[src/hdl/tmsq_pkg.sv]
// ----------------------------------------------------------------------------
// tmsq_pkg: shared types and constants of the tile map store
// Sizes of the cell store, field widths, mode and register codes, and the
// command and status bundles between the controller and the datapath.
// ----------------------------------------------------------------------------
package tmsq_pkg;

  // Map geometry and cell contents
  localparam int MAX_WIDTH  = 256;
  localparam int MAX_HEIGHT = 256;
  localparam int FLAG_BITS  = 8;
  localparam int DEPTH      = MAX_WIDTH * MAX_HEIGHT;
  localparam int ADDR_W     = $clog2(DEPTH);
  localparam int ROW_W      = (MAX_HEIGHT > 1) ? $clog2(MAX_HEIGHT) : 1;

  // Field widths fixed by the interface
  localparam int DIM_W   = 9;   // map size and window indices
  localparam int CELL_W  = 8;   // cell value on the ports
  localparam int COORD_W = 32;  // coordinates and 16.16 edges
  localparam int TS_W    = 31;  // tile size
  localparam int NUM_W   = 33;  // edge minus origin, and its magnitude
  localparam int TILE_W  = 35;  // signed tile index before clamping
  localparam int IDX_W   = 3;   // configuration register index

  localparam logic [FLAG_BITS-1:0] FLAGS_NONE = '0;

  localparam logic [TS_W-1:0]  TS_RESET = TS_W'(1048576);
  localparam logic [TS_W-1:0]  TS_MIN   = TS_W'(2);
  localparam logic [DIM_W-1:0] MW_LIMIT = DIM_W'(MAX_WIDTH);
  localparam logic [DIM_W-1:0] MH_LIMIT = DIM_W'(MAX_HEIGHT);
  localparam logic [DIM_W-1:0] MW_RESET = (MAX_WIDTH < 256) ? DIM_W'(MAX_WIDTH) : DIM_W'(256);
  localparam logic [DIM_W-1:0] MH_RESET = (MAX_HEIGHT < 256) ? DIM_W'(MAX_HEIGHT) : DIM_W'(256);

  // Configuration register indexes
  localparam logic [IDX_W-1:0] CFG_ORIGIN_X   = 3'd0;
  localparam logic [IDX_W-1:0] CFG_ORIGIN_Y   = 3'd1;
  localparam logic [IDX_W-1:0] CFG_TILE_SIZE  = 3'd2;
  localparam logic [IDX_W-1:0] CFG_MAP_WIDTH  = 3'd3;
  localparam logic [IDX_W-1:0] CFG_MAP_HEIGHT = 3'd4;

  typedef enum logic [1:0] {
    MODE_WRITE  = 2'd0,
    MODE_FILL   = 2'd1,
    MODE_READ   = 2'd2,
    MODE_WINDOW = 2'd3
  } mode_e;

  typedef enum logic [3:0] {
    ST_CLEAR,
    ST_IDLE,
    ST_DECODE,
    ST_ADDR,
    ST_WRITE,
    ST_READ,
    ST_SUB,
    ST_DIV_GO,
    ST_DIV_WAIT,
    ST_FLOOR,
    ST_DONE
  } ctrl_state_e;

  // Controller to datapath
  typedef struct packed {
    logic load;        // capture the item
    logic clear_step;  // zero one cell of the clearing pass
    logic addr_calc;   // form the cell address from the walk position
    logic mem_we;      // write the cell
    logic mem_re;      // read the cell into the result
    logic walk_step;   // advance the rectangle walk
    logic sub;         // form edge minus origin for the current lane
    logic div_start;   // launch the divider
    logic lane_store;  // floor, clamp and keep one window index
  } dp_cmd_t;

  // Datapath to controller
  typedef struct packed {
    mode_e mode;
    logic  clear_done;
    logic  walk_en;
    logic  walk_last;
    logic  div_idle;
    logic  lane_last;
  } dp_stat_t;

endpackage

[src/hdl/tmsq_ctrl.sv]
// ----------------------------------------------------------------------------
// tmsq_ctrl: controller of the tile map store
// Sequences the clearing pass, the cell walk of write, fill and read, and
// the four divider passes of a window query.
// ----------------------------------------------------------------------------
module tmsq_ctrl
  import tmsq_pkg::*;
(
  input  logic     clk_i,
  input  logic     rst_ni,
  input  logic     start_i,
  output logic     busy_o,
  output logic     done_o,
  output dp_cmd_t  cmd_o,
  input  dp_stat_t stat_i
);

  ctrl_state_e state_q, state_d;

  // Hold the state
  always_ff @(posedge clk_i or negedge rst_ni) begin
    if (!rst_ni) begin
      state_q <= ST_CLEAR;
    end else begin
      state_q <= state_d;
    end
  end

  // Next state and commands
  always_comb begin
    state_d = state_q;
    cmd_o   = '0;
    busy_o  = 1'b1;
    done_o  = 1'b0;
    unique case (state_q)
      ST_CLEAR: begin
        if (stat_i.clear_done) begin
          state_d = ST_IDLE;
        end else begin
          cmd_o.clear_step = 1'b1;
        end
      end
      ST_IDLE: begin
        busy_o = 1'b0;
        if (start_i) begin
          cmd_o.load = 1'b1;
          state_d    = ST_DECODE;
        end
      end
      ST_DECODE: begin
        if (stat_i.mode == MODE_WINDOW) begin
          state_d = ST_SUB;
        end else if (stat_i.walk_en) begin
          state_d = ST_ADDR;
        end else begin
          state_d = ST_DONE;
        end
      end
      ST_ADDR: begin
        cmd_o.addr_calc = 1'b1;
        state_d = (stat_i.mode == MODE_READ) ? ST_READ : ST_WRITE;
      end
      ST_WRITE: begin
        cmd_o.mem_we    = 1'b1;
        cmd_o.walk_step = 1'b1;
        state_d = stat_i.walk_last ? ST_DONE : ST_ADDR;
      end
      ST_READ: begin
        cmd_o.mem_re = 1'b1;
        state_d      = ST_DONE;
      end
      ST_SUB: begin
        cmd_o.sub = 1'b1;
        state_d   = ST_DIV_GO;
      end
      ST_DIV_GO: begin
        cmd_o.div_start = 1'b1;
        state_d         = ST_DIV_WAIT;
      end
      ST_DIV_WAIT: begin
        if (stat_i.div_idle) begin
          state_d = ST_FLOOR;
        end
      end
      ST_FLOOR: begin
        cmd_o.lane_store = 1'b1;
        state_d = stat_i.lane_last ? ST_DONE : ST_SUB;
      end
      ST_DONE: begin
        done_o  = 1'b1;
        state_d = ST_IDLE;
      end
      default: state_d = ST_IDLE;
    endcase
  end

endmodule

[config.mk]
export PLATFORM = sky130hd
export DESIGN_NAME = tmsq_ctrl
export DESIGN_NICKNAME = d
export VERILOG_FILES = /design/src/hdl/tmsq_pkg.sv /design/src/hdl/tmsq_ctrl.sv
export SDC_FILE = /design/constraint.sdc
export NUM_CORES = 1
export LEC_CHECK = 0
export BUFFER_PORTS_ARGS = -buffer_cell sky130_fd_sc_hd__buf_4
export CORE_AREA = 5 5 42 44
export CTS_CLUSTER_SIZE = 28
export DETAILED_ROUTE_END_ITERATION = 8
export DIE_AREA = 0 0 47 49
export HOLD_SLACK_MARGIN = 0.03
export PLACE_DENSITY = 0.67
export SYNTH_ARGS = -nofsm -noshare
export SYNTH_HDL_FRONTEND = slang
export SYNTH_SLANG_ARGS = --single-unit
[constraint.sdc]
create_clock -name clk_i -period 2.1 [get_ports clk_i]
set_clock_uncertainty 0.2 [all_clocks]
set_input_delay 0.42 -clock clk_i [delete_from_list [all_inputs] [get_ports clk_i]]
set_output_delay 0.42 -clock clk_i [all_outputs]
set_load 0.01 [all_outputs]
## Word-level counts from Yosys, hierarchy flattened

Cells that the tools add are included.

| storage, ports and cells | value |
|---|---|
| register bits after elaboration | 4 |
| input bits | 10 |
| output and inout bits | 11 |
| word-level logic and storage cells | 39 |

| cells by class | value |
|---|---|
| equal/unequal tests | 15 |
| muxes and demuxes | 21 |
| reductions and logical operators | 2 |

Operators by type and width:

| kind | count |
|---|---|
| 4-bit one-hot mux with 10 select lines | 1 |
| 4-bit two-way mux | 7 |
| 4-bit by 3-bit equality test with 1-bit output (second input constant) | 4 |
| 1-bit two-way mux | 13 |
| 4-bit equality test (second input constant) | 3 |
| 4-bit by 2-bit equality test with 1-bit output (second input constant) | 2 |
| 2-bit inequality test (second input constant) | 3 |
| 2-bit equality test (second input constant) | 2 |
| 4-bit by 1-bit equality test with 1-bit output (second input constant) | 1 |
| 4-bit logical NOT | 1 |
| 3-bit AND reduction | 1 |

## Longest topological paths before layout

| logic depth | value |
|---|---|
| depth after elaboration | 3 |
| mapped depth | 4 |

## Least setup slack after synthesis

Ideal clock, no wire load.

| timing path | value |
|---|---|
| path kind | register -> output |
| start | register state_q[3] |
| end | output cmd_o[5] in the netlist's numbering |
| arrival time | 1.191 ns |
| required time | 1.480 ns |
| slack | 0.289 ns |
| cell stages (with the launch flop) | 5 |
| cells stage by stage | dfrtp_1 -> buf_6 -> nand2b_1 -> nor3_1 -> buf_4 |

RTL lines:

| item | RTL line | source |
|---|---|---|
| from (decl) | tmsq_ctrl.sv:18 | `ctrl_state_e state_q, state_d;` |
| from (signal assigned) | tmsq_ctrl.sv:25 | `state_q <= state_d;` |
| to (decl) | tmsq_ctrl.sv:14 | `output dp_cmd_t cmd_o,` |

==> summary.md <==
| Metric | Value |
|---|---|
| Leakage power figure | 0.290 nW |
| Initial Util | 0.300 |
| Library cell with the highest instance count after synthesis | sky130_fd_sc_hd__nand2_1 |
| Synthesized instance count | 53 |
| Required time of the worst setup path | between 1 and 1.5 ns |
| Synth area leaders | sky130_fd_sc_hd__dfrtp_1 (24%), sky130_fd_sc_hd__mux2_4 (7.1%), sky130_fd_sc_hd__nand2_1 (6.3%) |
| Power per cell area | ~1300 mW/mm^2 |
| Number of synthesis warnings | 0 |
| Number of maximum-capacitance violations | 0 |
| Largest register by flop count | state_q |
| RePlAce Congestion | 0.805 |
| Gate family responsible for the most delay along the worst path | flip-flops |
| Fraction of the yosys area taken by sequential cells | 0.238 |
| Global-route congestion overflow total | 0 |
| Cells along the critical path | nor2_4 -> nor4b_1 -> buf_4 |
| Largest register FFs | 4 |
| Setup fix buffers added after clock tree synthesis | 0 |
| Remaining design rule violation count | 0 |
| Max Fclk | slightly above 0.5 GHz |
| Inserted Diodes | 0 |
| Die X-Extent | approximately 47 microns |
| Slowest cell on the critical path | sky130_fd_sc_hd__dfrtp_2 |
| Clock tree from TritonCTS | done |
| Number of clock buffers inserted by TritonCTS | 3 |
| Worst hold path depth | 2 |
| Global-route wire length before repair | 2040 microns |
| Number of synthesized flops with an enable pin | 0 |
| Max_slew headroom | 0.732 |
| Worst setup path endpoint | cmd_o[7] |
| Share of the cycle needed by the critical path after routing | 0.935 |
| Number of gates on the worst path with buffers counted | 3 |
| Slew of the pin with the lowest slew margin | 0.402 ns |
| Delay of the slowest cell on the worst path | around 0.49 ns |
| Most area-hungry cell type in the Yosys netlist | sky130_fd_sc_hd__dfrtp_1 |
| Number of distinct library cells after synthesis | 27 |
| Registers with the highest flip-flop counts | state_q: 4 flops |
| Synth Area per Inst | approximately 8 sq um |
| Number of rows in the core area | 14 |
| Outcome | finished clean |
| Clock Tree Root | sky130_fd_sc_hd__clkbuf_4 |
| Fraction of final layout cells with drive strength greater than 1 | 0.432 |
| Bufs on Longest Clock Path | 2 |
| Sum of negative setup slack | 0 ns |
| Initial antenna violation count | 0 |
| Count of nets after finishing | 86 |
| Count of pins over their slew limit | 0 |
| Startpoint Class | flip-flop |
| Minimum hold slack | around 0.18 ns |
| Syn Nets | 63 |
| CP Buf/Inv Count | 1 |
| Critical Path End Type | output port |
| Setup slack, reg-to-reg | around 0.46 ns |
| Setup repair after global routing missed its margin | false |
| Top cell types by occurrence after synthesis | sky130_fd_sc_hd__nand2_1 (7), sky130_fd_sc_hd__nor2_1 (6), sky130_fd_sc_hd__dfrtp_1 (4) |
| Number of endpoints with negative hold slack in the final report | 0 |
| Number of cells traversed by the worst register-to-register path | 4 |
| Overall routed net length | between 1000 and 1500 microns |
| Via count of the first global-routing pass | between 400 and 500 |
| Critical Path Source | state_q[3] |
| Destination of the worst register-to-register timing path | state_q[0] |
| Drt pass-1 iters | 4 |
| Maximum number of pins on one net before global-route repair | 14 |
| Worst r2r src | state_q[2] |
| PnR Total Power | roughly 0.81 mW |
| Signal arrival time at the worst endpoint | 1.34 ns |
| Class of the tightest hold or removal check | primary input to flip-flop |
| Aggregate global-route resource usage | 0.124 |
| Vert. Die Dim | just under 50 microns |
| Category of the most critical setup path | flip-flop to output port |
| Number of H-tree levels | 1 |
| Synthesized cell area | approximately 420 sq um |
| Routed vias/inst | 5.16 |
| TritonCTS sink count | 4 |
| Clk Latency, worst-skew pair | 0.24 ns |
| Worst vdd rail ir drop | 0.000603 V |
| DP HPWL | approximately 900 microns |
| Post-synth ARST share | 1.00 |
| Count of port buffers added during placement | 20 |
| Fraction of post-synthesis cell area in the top cell type by area | 0.238 |
| Clock-pin slew reported for the worst setup and hold paths after clock tree synthesis | ~0.04 ns |
| Final core utilization | 0.436 |
| Post-synthesis register bit count | 4 |
| Via Count | between 400 and 500 |
| CP Max Fanout | 11 |
| Count of pins on the block boundary | 21 |
| Main synth FF type | sky130_fd_sc_hd__dfrtp_1 |
| Starting DRC count in detailed routing | 4 |
| Final ANT Viol Nets | 0 |
| Post-layout minimum cycle time | about 2 ns |
| Area growth from synthesis to layout | 45.2% |
| Die Footprint | roughly 0.0023 sq mm |
| Routed length per instance | around 13 microns |
| Floorplan core area | about 0.0014 sq mm |
| Setup-failing EPs final | 0 |
-- where the power goes --
group          internal, mW  switching, mW  total, mW
combinational         0.279          0.214      0.493
clock                0.0641         0.0337     0.0978
sequential            0.117          0.105      0.222
total                 0.460          0.353      0.813
-- cells in the final DEF, fill, tap and decap left out --
cell type | Yosys | final
sky130_fd_sc_hd__a21oi_1 | 2 | 2
sky130_fd_sc_hd__a22oi_1 | 1 | 1
sky130_fd_sc_hd__a311oi_1 | 1 | 1
sky130_fd_sc_hd__and2b_1 | 1 | 1
sky130_fd_sc_hd__and3_1 | 1 | 1
sky130_fd_sc_hd__and4_1 | 1 | 1
sky130_fd_sc_hd__buf_4 | 3 | 22
sky130_fd_sc_hd__clkbuf_4 | 0 | 3
sky130_fd_sc_hd__dfrtp_1 | 4 | 2
sky130_fd_sc_hd__dfrtp_2 | 0 | 2
sky130_fd_sc_hd__dlygate4sd3_1 | 0 | 1
sky130_fd_sc_hd__inv_1 | 2 | 2
sky130_fd_sc_hd__mux2_4 | 2 | 2
sky130_fd_sc_hd__mux2i_1 | 1 | 1
sky130_fd_sc_hd__nand2_1 | 7 | 7
sky130_fd_sc_hd__nand2b_1 | 3 | 3
sky130_fd_sc_hd__nand3_1 | 1 | 1
sky130_fd_sc_hd__nand4bb_1 | 1 | 1
sky130_fd_sc_hd__nor2_1 | 6 | 5
sky130_fd_sc_hd__nor2_4 | 0 | 1
sky130_fd_sc_hd__nor2b_1 | 3 | 3
sky130_fd_sc_hd__nor3_1 | 3 | 3
sky130_fd_sc_hd__nor4b_1 | 1 | 1
sky130_fd_sc_hd__o21ai_2 | 1 | 1
sky130_fd_sc_hd__o21ba_2 | 1 | 1
sky130_fd_sc_hd__o221ai_1 | 1 | 1
sky130_fd_sc_hd__o31a_1 | 1 | 1
sky130_fd_sc_hd__o32ai_1 | 1 | 1
sky130_fd_sc_hd__or2b_1 | 2 | 2
-- routing by layer --
layer / up-vias / share of wire / global-route usage / wire length, microns
met5: - / 0 / 0 / 0
met3: 2 / 0.064 / 0.0443 / 77
met1: 213 / 0.41 / 0.149 / 495
met2: 22 / 0.51 / 0.176 / 615
li1: 227 / - / - / -
met4: 0 / 0.019 / 0.0829 / 23
-- final cells by class --
| type | count | area, sq um |
|---|---|---|
| fillers | 154 | 791 |
| repair buffers | 23 | 175 |
| clock buffers | 3 | 22.5 |
| well taps | 16 | 20.0 |
| flip-flops and latches | 4 | 103 |
| inverters | 2 | 7.51 |
| multi-input cells | 42 | 283 |
-- how the worst min path moves through the flow --
| stage | startpoint | slack (ns) | to |
|---|---|---|---|
| 6_report | stat_i[0] | 0.18 | state_q[2] |
| 5_1_grt | stat_i[0] | 0.18 | state_q[2] |
| 4_1_cts | stat_i[0] | 0.18 | state_q[2] |
| 3_5_place_dp | rst_ni | 0.02 | state_q[2] |
| 3_3_place_gp | rst_ni | 0.02 | state_q[2] |
| 2_1_floorplan | rst_ni | -0.08 | state_q[0] |
-- metrics by stage --
stage	instance area, sq um	std cells	worst slack, ns
2_1_floorplan	420	53	0.289
3_3_place_gp	568	86	0.299
3_5_place_dp	568	86	0.274
4_1_cts	601	90	0.00375
5_1_grt	611	90	0.0590
6_report	611	90	0.136
-- what timing repair did --
| item | in CTS | in global routing |
|---|---|---|
| hold buffers | 1 | 0 |
| gates resized for setup | 0 | 4 |
| endpoints found under the hold margin | 4 | 0 |
| endpoints found under the setup margin | 0 | 2 |
-- logic make-up after synthesis --
logic type | after synthesis | synth area share
AND/OR/NAND/NOR | 30 | 0.390
AO/OA/AOI/OAI | 9 | 0.170
buffers and inverters | 7 | 0.107
flip-flops | 4 | 0.238
multiplexers | 3 | 0.0952
(Power assumes the default switching activity.)
